[config.mk]
export PLATFORM = sky130hd
export DESIGN_NAME = gregorian_date_add_days_weekday
export DESIGN_NICKNAME = d
export VERILOG_FILES = /design/src/hw/rtl/gdaw_pkg.sv /design/src/hw/rtl/gdaw_year_split.sv /design/src/hw/rtl/gdaw_weekday.sv /design/src/hw/rtl/gregorian_date_add_days_weekday.sv
export SDC_FILE = /design/constraint.sdc
export NUM_CORES = 1
export LEC_CHECK = 0
export BUFFER_PORTS_ARGS = -buffer_cell sky130_fd_sc_hd__buf_2
export CAP_MARGIN = 10
export CORE_UTILIZATION = 61
export DETAILED_ROUTE_END_ITERATION = 10
export PLACE_DENSITY = 0.79
export SLEW_MARGIN = 20
export SYNTH_ARGS = -nofsm -noshare
export SYNTH_HDL_FRONTEND = slang
export SYNTH_SLANG_ARGS = --single-unit
[constraint.sdc]
create_clock -name clock -period 7.02 [get_ports clock]
set_input_delay 0.351 -clock clock [delete_from_list [all_inputs] [get_ports clock]]
set_output_delay 0.351 -clock clock [all_outputs]
set_load 0.05 [all_outputs]
[src/hw/rtl/gdaw_pkg.sv]
// ----------------------------------------------------------------------------
// gdaw_pkg
// Shared widths, calendar constants, types and helper functions for the
// Gregorian date add / weekday block.
// ----------------------------------------------------------------------------
package gdaw_pkg;

   // field widths
   localparam int YEAR_W    = 14;
   localparam int MONTH_W   = 4;
   localparam int DAY_W     = 5;
   localparam int OFF_W     = 13;
   localparam int WDAY_W    = 3;

   // year split into century and year-of-century
   localparam int CEN_W     = 8;
   localparam int REM_W     = 7;

   // running day accumulator, signed
   localparam int DAY_ACC_W = 14;
   localparam int DAY_PAD   = DAY_ACC_W - DAY_W;

   localparam int YEAR_MAX  = 9999;
   localparam int CENTURY   = 100;
   localparam int REM_MAX   = CENTURY - 1;

   // x / 100 == (x * 5243) >> 19 for x < 43699
   localparam int RECIP_100    = 5243;
   localparam int RECIP_100_SH = 19;
   localparam int SPLIT_PROD_W = YEAR_W + RECIP_100_SH - 6;

   // x / 7 == (x * 586) >> 12 for x < 683
   localparam int DAYS_PER_WEEK = 7;
   localparam int RECIP_7       = 586;
   localparam int RECIP_7_SH    = 12;
   localparam int ZSUM_W        = 10;
   localparam int ZMOD_W        = 9;
   localparam int ZPROD_W       = ZMOD_W + 10;
   localparam int ZQ_W          = ZPROD_W - RECIP_7_SH;
   localparam int ZELLER_BIAS   = 28 * DAYS_PER_WEEK;

   // month and weekday codes
   localparam int JANUARY  = 1;
   localparam int FEBRUARY = 2;
   localparam int MARCH    = 3;
   localparam int DECEMBER = 12;
   localparam int SUNDAY   = 0;
   localparam int SATURDAY = 6;

   localparam logic [DAY_W-1:0] MONTH_LEN [12] = '{
      5'd31, 5'd28, 5'd31, 5'd30, 5'd31, 5'd30,
      5'd31, 5'd31, 5'd30, 5'd31, 5'd30, 5'd31
   };

   typedef struct packed {
      logic [CEN_W-1:0] cen;
      logic [REM_W-1:0] rem;
   } year_split_type;

   typedef struct packed {
      logic [CEN_W-1:0]   cen;
      logic [REM_W-1:0]   rem;
      logic [MONTH_W-1:0] month;
      logic [DAY_W-1:0]   day;
   } date_pos_type;

   // leap test on a split year: year % 4 equals rem % 4
   function automatic logic is_leap_f(input logic [REM_W-1:0] rem,
                                      input logic [CEN_W-1:0] cen);
      is_leap_f = ((rem[1:0] == 2'b00) && (rem != '0)) ||
                  ((rem == '0) && (cen[1:0] == 2'b00));
   endfunction

   function automatic logic [DAY_W-1:0] month_len_f(input logic [MONTH_W-1:0] month,
                                                    input logic leap);
      logic [MONTH_W-1:0] idx;
      idx = month - MONTH_W'(JANUARY);
      if ((month == MONTH_W'(FEBRUARY)) && leap)
         month_len_f = DAY_W'(29);
      else if ((month == '0) || (month > MONTH_W'(DECEMBER)))
         month_len_f = DAY_W'(31);
      else
         month_len_f = MONTH_LEN[idx];
   endfunction

   // (13 * (mm + 1)) / 5 for the shifted month 3..14
   function automatic logic [5:0] zeller_month_term_f(input logic [MONTH_W-1:0] mm);
      case (mm)
         4'd3:    zeller_month_term_f = 6'd10;
         4'd4:    zeller_month_term_f = 6'd13;
         4'd5:    zeller_month_term_f = 6'd15;
         4'd6:    zeller_month_term_f = 6'd18;
         4'd7:    zeller_month_term_f = 6'd20;
         4'd8:    zeller_month_term_f = 6'd23;
         4'd9:    zeller_month_term_f = 6'd26;
         4'd10:   zeller_month_term_f = 6'd28;
         4'd11:   zeller_month_term_f = 6'd31;
         4'd12:   zeller_month_term_f = 6'd33;
         4'd13:   zeller_month_term_f = 6'd36;
         4'd14:   zeller_month_term_f = 6'd39;
         default: zeller_month_term_f = 6'd0;
      endcase
   endfunction

endpackage

[src/hw/rtl/gdaw_year_split.sv]
// ----------------------------------------------------------------------------
// gdaw_year_split
// Splits a year into century and year-of-century with a reciprocal multiply.
// Registered output.
// ----------------------------------------------------------------------------
module gdaw_year_split (
   input  logic                          clock,
   input  logic [gdaw_pkg::YEAR_W-1:0]   year,
   output gdaw_pkg::year_split_type      split
);
   import gdaw_pkg::*;

   logic [SPLIT_PROD_W-1:0] prod;
   logic [CEN_W-1:0]        cen;
   logic [YEAR_W-1:0]       rem_full;
   year_split_type          split_ff;
   year_split_type          split_in;

   always_comb begin
      prod     = SPLIT_PROD_W'(year) * SPLIT_PROD_W'(RECIP_100);
      cen      = prod[SPLIT_PROD_W-1:RECIP_100_SH];
      rem_full = year - YEAR_W'(YEAR_W'(cen) * YEAR_W'(CENTURY));
      split_in.cen = cen;
      split_in.rem = rem_full[REM_W-1:0];
   end

   always_ff @(posedge clock) begin
      split_ff <= split_in;
   end

   assign split = split_ff;

endmodule

[src/hw/rtl/gdaw_weekday.sv]
// ----------------------------------------------------------------------------
// gdaw_weekday
// Zeller's congruence, two register stages: biased sum, then mod 7 by
// reciprocal multiply. 0 is Sunday.
// ----------------------------------------------------------------------------
module gdaw_weekday (
   input  logic                          clock,
   input  gdaw_pkg::date_pos_type        pos,
   output logic [gdaw_pkg::WDAY_W-1:0]   weekday
);
   import gdaw_pkg::*;

   logic [MONTH_W-1:0] mm;
   logic [REM_W-1:0]   yr;
   logic [CEN_W-1:0]   cn;
   logic [ZSUM_W-1:0]  sum;
   logic [ZMOD_W-1:0]  x_ff;
   logic [ZMOD_W-1:0]  x_in;
   logic [ZPROD_W-1:0] prod;
   logic [ZQ_W-1:0]    q;
   logic [ZMOD_W-1:0]  r_full;
   logic [WDAY_W-1:0]  r;
   logic [WDAY_W-1:0]  weekday_ff;
   logic [WDAY_W-1:0]  weekday_in;

   // January and February count as months 13 and 14 of the prior year
   always_comb begin
      if (pos.month < MONTH_W'(MARCH)) begin
         mm = pos.month + MONTH_W'(12);
         if (pos.rem == '0) begin
            yr = REM_W'(REM_MAX);
            cn = pos.cen - CEN_W'(1);
         end else begin
            yr = pos.rem - REM_W'(1);
            cn = pos.cen;
         end
      end else begin
         mm = pos.month;
         yr = pos.rem;
         cn = pos.cen;
      end
      // bias by a multiple of 7 keeps the sum positive
      sum = ZSUM_W'(ZELLER_BIAS) + ZSUM_W'(pos.day) + ZSUM_W'(zeller_month_term_f(mm))
          + ZSUM_W'(yr) + ZSUM_W'(yr >> 2) + ZSUM_W'(cn >> 2) - ZSUM_W'({cn, 1'b0});
      x_in = sum[ZMOD_W-1:0];
   end

   always_comb begin
      prod   = ZPROD_W'(x_ff) * ZPROD_W'(RECIP_7);
      q      = prod[ZPROD_W-1:RECIP_7_SH];
      r_full = x_ff - ZMOD_W'(ZMOD_W'(q) * ZMOD_W'(DAYS_PER_WEEK));
      r      = r_full[WDAY_W-1:0];
      // congruence gives 0 for Saturday; rotate to 0 for Sunday
      weekday_in = (r == '0) ? WDAY_W'(SATURDAY) : (r - WDAY_W'(1));
   end

   always_ff @(posedge clock) begin
      x_ff       <= x_in;
      weekday_ff <= weekday_in;
   end

   assign weekday = weekday_ff;

endmodule

[src/hw/rtl/gregorian_date_add_days_weekday.sv]
// ----------------------------------------------------------------------------
// gregorian_date_add_days_weekday
// Adds a signed day count to a Gregorian date and reports weekday and leap.
// ----------------------------------------------------------------------------
// One transaction at a time. A request passes through fixed steps (accept,
// year split, load, the final check of the walk in each direction, two
// weekday stages, result load) plus one step per month boundary crossed:
// the walk steps one month per cycle through a single day adder that
// subtracts the current month length forward or adds the previous one back.
// The largest offsets cross about 137 months; req_stall stays high
// until the result is loaded into the output register. The result register
// lets a finished transaction wait on rsp_stall while the next request is
// taken. If the walk leaves years 1..9999, or the start year or month is
// invalid, the start date is returned with rsp_range_error set; for an
// invalid start the weekday reads 0.
// ----------------------------------------------------------------------------
module gregorian_date_add_days_weekday (
   input  logic                                 clock,
   input  logic                                 reset,
   // request
   input  logic                                 req_valid,
   output logic                                 req_stall,
   input  logic [gdaw_pkg::YEAR_W-1:0]          req_start_year,
   input  logic [gdaw_pkg::MONTH_W-1:0]         req_start_month,
   input  logic [gdaw_pkg::DAY_W-1:0]           req_start_day,
   input  logic signed [gdaw_pkg::OFF_W-1:0]    req_day_offset,
   // response
   output logic                                 rsp_valid,
   input  logic                                 rsp_stall,
   output logic [gdaw_pkg::YEAR_W-1:0]          rsp_end_year,
   output logic [gdaw_pkg::MONTH_W-1:0]         rsp_end_month,
   output logic [gdaw_pkg::DAY_W-1:0]           rsp_end_day,
   output logic [gdaw_pkg::WDAY_W-1:0]          rsp_weekday,
   output logic                                 rsp_leap,
   output logic                                 rsp_range_error
);
   import gdaw_pkg::*;

   typedef enum logic [2:0] {
      S_IDLE,
      S_SPLIT,    // year split register filling
      S_LOAD,     // validate start, seed walk registers
      S_FWD,      // walk forward while day is past month end
      S_BWD,      // walk back while day is below 1
      S_WD1,      // weekday sum stage
      S_WD2,      // weekday mod stage
      S_FINISH    // wait for free output register
   } state_type;

   state_type state_ff, state_in;

   // captured request
   logic [YEAR_W-1:0]       start_year_ff,  start_year_in;
   logic [MONTH_W-1:0]      start_month_ff, start_month_in;
   logic [DAY_W-1:0]        start_day_ff,   start_day_in;
   logic [OFF_W-1:0]        day_offset_ff,  day_offset_in;

   // walk state: year kept as binary plus century / year-of-century
   logic [YEAR_W-1:0]       year_ff,  year_in;
   logic [CEN_W-1:0]        cen_ff,   cen_in;
   logic [REM_W-1:0]        rem_ff,   rem_in;
   logic [MONTH_W-1:0]      month_ff, month_in;
   logic [DAY_ACC_W-1:0]    day_ff,   day_in;
   logic                    err_ff,   err_in;
   logic                    bad_ff,   bad_in;

   // output register
   logic                    rsp_valid_ff,   rsp_valid_in;
   logic [YEAR_W-1:0]       end_year_ff,    end_year_in;
   logic [MONTH_W-1:0]      end_month_ff,   end_month_in;
   logic [DAY_W-1:0]        end_day_ff,     end_day_in;
   logic [WDAY_W-1:0]       weekday_ff,     weekday_in;
   logic                    leap_ff,        leap_in;
   logic                    range_error_ff, range_error_in;

   year_split_type          start_split;
   date_pos_type            wd_pos;
   logic [WDAY_W-1:0]       wd_result;

   logic                    accept;
   logic                    start_bad;
   logic [DAY_ACC_W-1:0]    day_init;
   logic                    cur_leap;
   logic [DAY_W-1:0]        cur_len;
   logic [MONTH_W-1:0]      prev_month;
   logic [YEAR_W-1:0]       prev_year;
   logic [CEN_W-1:0]        prev_cen;
   logic [REM_W-1:0]        prev_rem;
   logic [DAY_W-1:0]        prev_len;
   logic                    step_sub;
   logic [DAY_ACC_W-1:0]    step_opnd;
   logic [DAY_ACC_W-1:0]    day_sum;
   logic                    day_past_end;
   logic                    day_below_one;
   logic                    restore;

   gdaw_year_split u_year_split (
      .clock (clock),
      .year  (start_year_ff),
      .split (start_split)
   );

   // cen, rem, month, day
   assign wd_pos = {cen_ff, rem_ff, month_ff, day_ff[DAY_W-1:0]};

   gdaw_weekday u_weekday (
      .clock   (clock),
      .pos     (wd_pos),
      .weekday (wd_result)
   );

   assign req_stall = (state_ff != S_IDLE);
   assign accept    = req_valid && !req_stall;

   always_comb begin
      start_bad = (start_year_ff == '0) || (start_year_ff > YEAR_W'(YEAR_MAX)) ||
                  (start_month_ff == '0) || (start_month_ff > MONTH_W'(DECEMBER));
      day_init  = DAY_ACC_W'(start_day_ff) +
                  {{(DAY_ACC_W-OFF_W){day_offset_ff[OFF_W-1]}}, day_offset_ff};

      cur_leap  = is_leap_f(rem_ff, cen_ff);
      cur_len   = month_len_f(month_ff, cur_leap);

      // previous month, for the backward walk
      if (month_ff == MONTH_W'(JANUARY)) begin
         prev_month = MONTH_W'(DECEMBER);
         prev_year  = year_ff - YEAR_W'(1);
         if (rem_ff == '0) begin
            prev_rem = REM_W'(REM_MAX);
            prev_cen = cen_ff - CEN_W'(1);
         end else begin
            prev_rem = rem_ff - REM_W'(1);
            prev_cen = cen_ff;
         end
      end else begin
         prev_month = month_ff - MONTH_W'(1);
         prev_year  = year_ff;
         prev_rem   = rem_ff;
         prev_cen   = cen_ff;
      end
      prev_len = month_len_f(prev_month, is_leap_f(prev_rem, prev_cen));

      // shared day adder: subtract current length forward, add previous back
      step_sub  = (state_ff == S_FWD);
      step_opnd = step_sub ? (~{{DAY_PAD{1'b0}}, cur_len} + DAY_ACC_W'(1))
                           : {{DAY_PAD{1'b0}}, prev_len};
      day_sum   = day_ff + step_opnd;

      day_past_end  = $signed(day_ff) > $signed({{DAY_PAD{1'b0}}, cur_len});
      day_below_one = day_ff[DAY_ACC_W-1] || (day_ff == '0);
   end

   always_comb begin
      state_in       = state_ff;
      start_year_in  = start_year_ff;
      start_month_in = start_month_ff;
      start_day_in   = start_day_ff;
      day_offset_in  = day_offset_ff;
      year_in        = year_ff;
      cen_in         = cen_ff;
      rem_in         = rem_ff;
      month_in       = month_ff;
      day_in         = day_ff;
      err_in         = err_ff;
      bad_in         = bad_ff;
      rsp_valid_in   = rsp_valid_ff && rsp_stall;
      end_year_in    = end_year_ff;
      end_month_in   = end_month_ff;
      end_day_in     = end_day_ff;
      weekday_in     = weekday_ff;
      leap_in        = leap_ff;
      range_error_in = range_error_ff;
      restore        = 1'b0;

      case (state_ff)
         S_IDLE: begin
            if (accept) begin
               start_year_in  = req_start_year;
               start_month_in = req_start_month;
               start_day_in   = req_start_day;
               day_offset_in  = req_day_offset;
               state_in       = S_SPLIT;
            end
         end
         S_SPLIT: begin
            state_in = S_LOAD;
         end
         S_LOAD: begin
            year_in  = start_year_ff;
            cen_in   = start_split.cen;
            rem_in   = start_split.rem;
            month_in = start_month_ff;
            bad_in   = start_bad;
            err_in   = start_bad;
            if (start_bad) begin
               day_in   = DAY_ACC_W'(start_day_ff);
               state_in = S_FINISH;
            end else begin
               day_in   = day_init;
               state_in = S_FWD;
            end
         end
         S_FWD: begin
            if (day_past_end) begin
               day_in = day_sum;
               if (month_ff == MONTH_W'(DECEMBER)) begin
                  if (year_ff == YEAR_W'(YEAR_MAX)) begin
                     restore = 1'b1;
                  end else begin
                     month_in = MONTH_W'(JANUARY);
                     year_in  = year_ff + YEAR_W'(1);
                     if (rem_ff == REM_W'(REM_MAX)) begin
                        rem_in = '0;
                        cen_in = cen_ff + CEN_W'(1);
                     end else begin
                        rem_in = rem_ff + REM_W'(1);
                     end
                  end
               end else begin
                  month_in = month_ff + MONTH_W'(1);
               end
            end else begin
               state_in = S_BWD;
            end
         end
         S_BWD: begin
            if (day_below_one) begin
               if (prev_year == '0) begin
                  restore = 1'b1;
               end else begin
                  month_in = prev_month;
                  year_in  = prev_year;
                  cen_in   = prev_cen;
                  rem_in   = prev_rem;
                  day_in   = day_sum;
               end
            end else begin
               state_in = S_WD1;
            end
         end
         S_WD1: begin
            state_in = S_WD2;
         end
         S_WD2: begin
            state_in = S_FINISH;
         end
         S_FINISH: begin
            if (!rsp_valid_ff || !rsp_stall) begin
               rsp_valid_in   = 1'b1;
               end_year_in    = year_ff;
               end_month_in   = month_ff;
               end_day_in     = day_ff[DAY_W-1:0];
               weekday_in     = bad_ff ? WDAY_W'(SUNDAY) : wd_result;
               leap_in        = cur_leap;
               range_error_in = err_ff;
               state_in       = S_IDLE;
            end
         end
         default: begin
            state_in = S_IDLE;
         end
      endcase

      // out of years: fall back to the start date and its weekday
      if (restore) begin
         year_in  = start_year_ff;
         cen_in   = start_split.cen;
         rem_in   = start_split.rem;
         month_in = start_month_ff;
         day_in   = DAY_ACC_W'(start_day_ff);
         err_in   = 1'b1;
         state_in = S_WD1;
      end
   end

   always_ff @(posedge clock) begin
      if (reset) begin
         state_ff     <= S_IDLE;
         rsp_valid_ff <= 1'b0;
      end else begin
         state_ff     <= state_in;
         rsp_valid_ff <= rsp_valid_in;
      end
      start_year_ff  <= start_year_in;
      start_month_ff <= start_month_in;
      start_day_ff   <= start_day_in;
      day_offset_ff  <= day_offset_in;
      year_ff        <= year_in;
      cen_ff         <= cen_in;
      rem_ff         <= rem_in;
      month_ff       <= month_in;
      day_ff         <= day_in;
      err_ff         <= err_in;
      bad_ff         <= bad_in;
      end_year_ff    <= end_year_in;
      end_month_ff   <= end_month_in;
      end_day_ff     <= end_day_in;
      weekday_ff     <= weekday_in;
      leap_ff        <= leap_in;
      range_error_ff <= range_error_in;
   end

   assign rsp_valid       = rsp_valid_ff;
   assign rsp_end_year    = end_year_ff;
   assign rsp_end_month   = end_month_ff;
   assign rsp_end_day     = end_day_ff;
   assign rsp_weekday     = weekday_ff;
   assign rsp_leap        = leap_ff;
   assign rsp_range_error = range_error_ff;

   // an accepted transaction always starts with the year split
   a_accept_split: assert property (@(posedge clock) disable iff (reset)
      accept |=> (state_ff == S_SPLIT))
      else $error("accepted transaction did not enter year split");

   // the walk only ever sees a legal month and year
   a_walk_range: assert property (@(posedge clock) disable iff (reset)
      ((state_ff == S_FWD) || (state_ff == S_BWD)) |->
         ((month_ff >= MONTH_W'(JANUARY)) && (month_ff <= MONTH_W'(DECEMBER)) &&
          (year_ff != '0) && (year_ff <= YEAR_W'(YEAR_MAX))))
      else $error("walk left legal month or year");

   // a good result is a real day of its month
   a_day_in_month: assert property (@(posedge clock) disable iff (reset)
      (rsp_valid && !rsp_range_error) |->
         ((rsp_end_day != '0) &&
          (rsp_end_day <= month_len_f(rsp_end_month, rsp_leap))))
      else $error("result day outside its month");

   a_weekday_range: assert property (@(posedge clock) disable iff (reset)
      rsp_valid |-> (rsp_weekday <= WDAY_W'(SATURDAY)))
      else $error("weekday out of range");

endmodule
# Word level (Yosys, flattened, before mapping)
# Memories as Yosys holds them, arrays and structs flattened.
# Cells that the tools add are included.
# word_totals
ff_bits	144
output_inout_bits	30
mem_bits_ro	256
n_memories	3
# op_classes
n_bitwise	3
reduce_logical	50
order_cmp	8
n_mux	69
add_sub_neg	22
multipliers	4
n_eq_ne	32
# memory_table
name	depth	word_bits	read_ports	rd_clocked_by_memory_dff	wr	line	rtl
(name not given)	16	6	1	0	0	gdaw_pkg.sv:88	case (mm)
(name not given)	16	5	1	0	0	gdaw_pkg.sv:83	month_len_f = MONTH_LEN[idx];
(name not given)	16	5	1	0	0	gdaw_pkg.sv:83	
# ops
op	n
two-way mux 14 bit	12
case mux 14 bit (3 select lines)	2
two-way mux 8 bit	10
two-way mux 7 bit	10
two-way mux 5 bit	9
zero test 14 bit	3
two-way mux 4 bit	8
adder 14 x 1 -> 14 bit (second input constant)	2
multiplier 14 x 13 -> 27 bit (second input constant)	1
case mux 3 bit (8 select lines)	1
case mux 8 bit (3 select lines)	1
inequality test 3 bit (second input constant)	7
case mux 7 bit (3 select lines)	1
adder 9 x 6 -> 9 bit	2
multiplier 9 x 9 -> 18 bit (second input constant)	1
two-way mux 3 bit	6
AND reduction 4 bit	4
adder 14 bit	1
adder 6 x 13 -> 14 bit	1
equality test 14 bit (second input constant)	1
> comparator 14 bit (second input constant)	1
> comparator 14 x 6 -> 1 bit	1
zero test 7 bit	2
inverter 5 -> 14 bit	1
other kinds (51)	100

# Longest topological paths before layout
# logic_depth
ltp_word	15
depth_mapped	24

# Hierarchy
# A second synthesis with hierarchy kept.
# hier_totals
cells_unflattened	1422
hier_area_um2	14222.4
# by_module_without_submodules
mod	n_inst	cells_each	area_each_um2
gregorian_date_add_days_weekday	1	737	7516.0
gdaw_year_split	1	355	3791.1
gdaw_weekday	1	330	2915.3

# Least setup slack after synthesis
# No wires, ideal clock.
# synth_timing
kind	register to register
from	reg start_year_ff[11]
to	reg u_year_split.split_ff, in the netlist u_year_split.split[6]
stages_incl_launch_ff	25
setup_slack_ps	1291
path_buffers	0
arrival_ps	5657
required_ps	6948
setup_time_ps	72
cell_sequence	edfxtp_1 fa_1 ha_1 inv_1 fa_1 inv_1 fa_1 inv_1 fa_1 inv_1 ha_1 and3_1 a221oi_1 o21ai_0 nor2_1 o211ai_1 xor2_1 ha_1 inv_1 ha_1 a21oi_1 xnor2_1 xnor2_1 xnor2_1 xnor2_1
# synth_via
elab_chain_len	3
# synth_rtl
item	line	rtl
start, declared	gregorian_date_add_days_weekday.sv:53	logic [YEAR_W-1:0] start_year_ff, start_year_in;
start signal, assigned	gregorian_date_add_days_weekday.sv:284	start_year_ff <= start_year_in;
multiplier 14 x 13 -> 27 bit	gdaw_year_split.sv:20	prod = SPLIT_PROD_W'(year) * SPLIT_PROD_W'(RECIP_100);
via u_year_split.prod[22]	gdaw_year_split.sv:13	logic [SPLIT_PROD_W-1:0] prod;
multiplier 8 x 5 -> 5 bit	gdaw_year_split.sv:22	rem_full = year - YEAR_W'(YEAR_W'(cen) * YEAR_W'(CENTURY));
subtractor 7 bit	gdaw_year_split.sv:22	
via u_year_split.rem_full[6]	gdaw_year_split.sv:15	logic [YEAR_W-1:0] rem_full;
end signal, assigned	gdaw_year_split.sv:28	split_ff <= split_in;
end, declared	gdaw_year_split.sv:16	year_split_type split_ff;
# The timed path passes the listed nets, and every way through them passes these cells.
# A chain may end at the register's enable or synchronous reset.

# Worst setup path after layout
# Same ends and word-level chain as after synthesis.

==> flow_summary.json <==
{
  "status": "completed",
  "synth-edff-count": 103,
  "tns_ps": 0,
  "max_freq_mhz": 160.8,
  "grt_first_pass_wirelength_um": 51880,
  "num_vias": 10400,
  "area_growth_pct": 8.664,
  "grt_util_all_layers": 0.2977,
  "numCtsBuffers": 17,
  "crit_slowest_cell": "edfxtp_1",
  "drv_cap": 0,
  "dieWidth_um": 150.9,
  "die_h_um": 150.9,
  "crit_path_frequent_cell": "inv_1",
  "core_area_mm2": 0.02176,
  "first_global_vias": 10400,
  "diodes": 0,
  "cts_max_path_buffers": 2,
  "vias_per_cell": 6.150,
  "num-fill-cells": 1667,
  "post_cts.repair.setup_buffers": 0,
  "die_area_mm2": 0.02276,
  "crit_path_max_fanout": 10,
  "hpwlAfterDp_um": 24260,
  "slew_violations": 0,
  "cts_hold_buffers": 0,
  "crit_start": "start_year_ff[11]",
  "crit_type": "reg -> reg",
  "crit_path_end_kind": "flip-flop",
  "start_util": 0.6213,
  "htree_levels": 4,
  "min_from": "req_start_year[2]",
  "async_reset_ff_frac": 0,
  "ys.flop_type": "edfxtp_1",
  "first_iter_violations": 996,
  "r2r_start": "start_year_ff[11]",
  "dr.pass1.iters": 8,
  "path_cells": "fa_1 > ha_1 > inv_1 > fa_1 > inv_1 > fa_1 > inv_1 > fa_1 > inv_1 > ha_1 > a21o_1 > a221oi_1 > o21ai_0 > nor2_1 > o211ai_1 > xor2_1 > ha_1 > inv_1 > ha_1 > a21oi_1 > xnor2_1 > xnor2_1 > xnor2_1 > xnor2_1",
  "syn_nets": 1685,
  "wire_per_inst_um": 18.80,
  "postSynthCellCount": 1347,
  "cts_tree": "built",
  "ys_seq_area_frac": 0.2895,
  "max_slew.worst_pin.slew_ps": 1067,
  "grt_max_degree": 37,
  "fin_crit_ps": 6219,
  "cts_root_buffer": "clkbuf_16",
  "place.gp.congestion": 0.9636,
  "synth_cell_types": 69,
  "antenna_found_initial": 0,
  "io_buffer_count": 69,
  "overflow": 0,
  "hold_class": "in -> reg",
  "cts_resized": 0,
  "drc": 0,
  "num_rows": 54,
  "fin_nets": 1736,
  "crit_path_max_incr_delay_ps": 690,
  "period_share": 0.8859,
  "cp-start-kind": "flip-flop",
  "cp.required_ps": 7370,
  "slew_headroom": 0.2888,
  "drive_gt1_frac": 0.09001,
  "ant_nets": 0,
  "worstPathArrival_ps": 6570,
  "report.final.setup_viol": 0,
  "syn_avg_cell_area_um2": 10.04,
  "clock_latency_ps": 440,
  "clk_pin_slew_ps": 70,
  "cts_sinks": 144,
  "ios": 70,
  "syn_area_mm2": 0.01352,
  "hold_viol": 0,
  "synth-seq-cells": 144,
  "yosys_warnings": 0,
  "finalClockSkew_ps": 14.85,
  "rsz0062_at_grt": "no",
  "wirelength_um": 31800
}
-- cell families (layout without fill, tap and decap cells) --
kind of cell	Yosys count	after routing	share of synthesized area
multiplexers	5	5	0.003795
buffers and inverters	232	296	0.06562
AO/OA/AOI/OAI	284	284	0.1464
XOR/XNOR	90	90	0.05933
flip-flops	144	144	0.2895
AND/OR/NAND/NOR	293	293	0.1064
adder cells (fa/ha/maj)	299	299	0.3289
-- cell usage in the layout, fill, tap and decap left out, types with 7 or more instances in the layout --
cell / instances
ha_1: 204
inv_1: 187
edfxtp_1: 103
fa_1: 94
nor2_1: 74
nand2_1: 73
buf_2: 69
xnor2_1: 63
o21ai_0: 55
a21oi_1: 51
dfxtp_1: 41
xor2_1: 26
nand3_1: 25
nor3_1: 24
a22o_1: 23
o221ai_1: 17
clkbuf_16: 17
o22ai_1: 16
a21o_1: 14
nor2b_1: 13
and3_1: 13
or3_1: 12
a31oi_1: 10
o211ai_1: 10
and2_1: 10
nand4_1: 9
nor4_1: 9
o211a_1: 9
nand2b_1: 8
or2_2: 7
a221o_1: 7
a32o_1: 7
inv_6: 7
buf_4: 7
-- routing by layer --
metal,global-route usage,share of wire
met5,0,0
met4,0.1290,0.040
met3,0.04880,0.070
met2,0.5138,0.49
met1,0.3672,0.40
-- stage by stage --
stage               utilization  cells  hold WS (ps)  cell area (um^2)  setup WS (ps)
floorplan                     -   1347         401.9             13520           1291
global placement         0.6490   1659         418.1             14120          977.0
detailed placement       0.6490   1659         421.3             14120          850.9
CTS                      0.6752   1691         78.92             14690          762.4
global route             0.6752   1691         76.44             14690          331.4
finish                   0.6752   1691         83.28             14690          800.9
-- final timing paths --
kind | to | slack, ps | depth (start not counted)
max | u_year_split.split[6] | 800 | 24
min | start_year_ff[2] | 80 | 1
max reg2reg | u_year_split.split[6] | 800 | 24
min reg2reg | rsp_range_error | 450 | 0
-- final cells by class --
type | count | area [um^2] | share of cell area
tap | 280 | 350.3 | 0.02385
inverter | 188 | 705.7 | 0.04804
timing repair buffer | 76 | 397.9 | 0.02709
clock inverter | 15 | 145.1 | 0.009881
clock buffer | 17 | 425.4 | 0.02896
sequential | 144 | 3914 | 0.2664
multi-input combinational | 971 | 8751 | 0.5957
-- Yosys cell counts, types with 26 or more instances --
cell      instances  area [um^2]
inv_1           187        701.9
xor2_1           26        227.7
xnor2_1          63        551.8
nand2_1          73        274.0
ha_1            204         2552
fa_1             94         1882
o21ai_0          56        280.3
a21oi_1          52        260.3
edfxtp_1        103         3093
nor2_1           75        281.5
dfxtp_1          41        820.8
clkbuf_1         36        135.1
-- registers in the layout, summed over array words and instances, names as in the netlist, 3 cells and up --
register,cells
year_ff,14
cen_ff,8
start_year_ff,14
start_day_ff,5
day_ff,14
u_weekday.x_ff,9
u_year_split.split,15
rsp_end_month,4
rsp_weekday,3
rsp_end_year,14
start_month_ff,4
state_ff,3
month_ff,4
day_offset_ff,13
rem_ff,7
u_weekday.weekday,3
rsp_end_day,5
-- worst max-delay path: cells and delay by family (launching register included) --
family          cells  cell delay (ps)
compound gates      5              930
xor+xnor            5              780
fa+ha+maj           8             3240
buf+inv             5              240
flops               1              690
simple gates        1              240
Power is not shown: default switching activity piles up to over one toggle a cycle in this logic, so the estimate is an artifact.
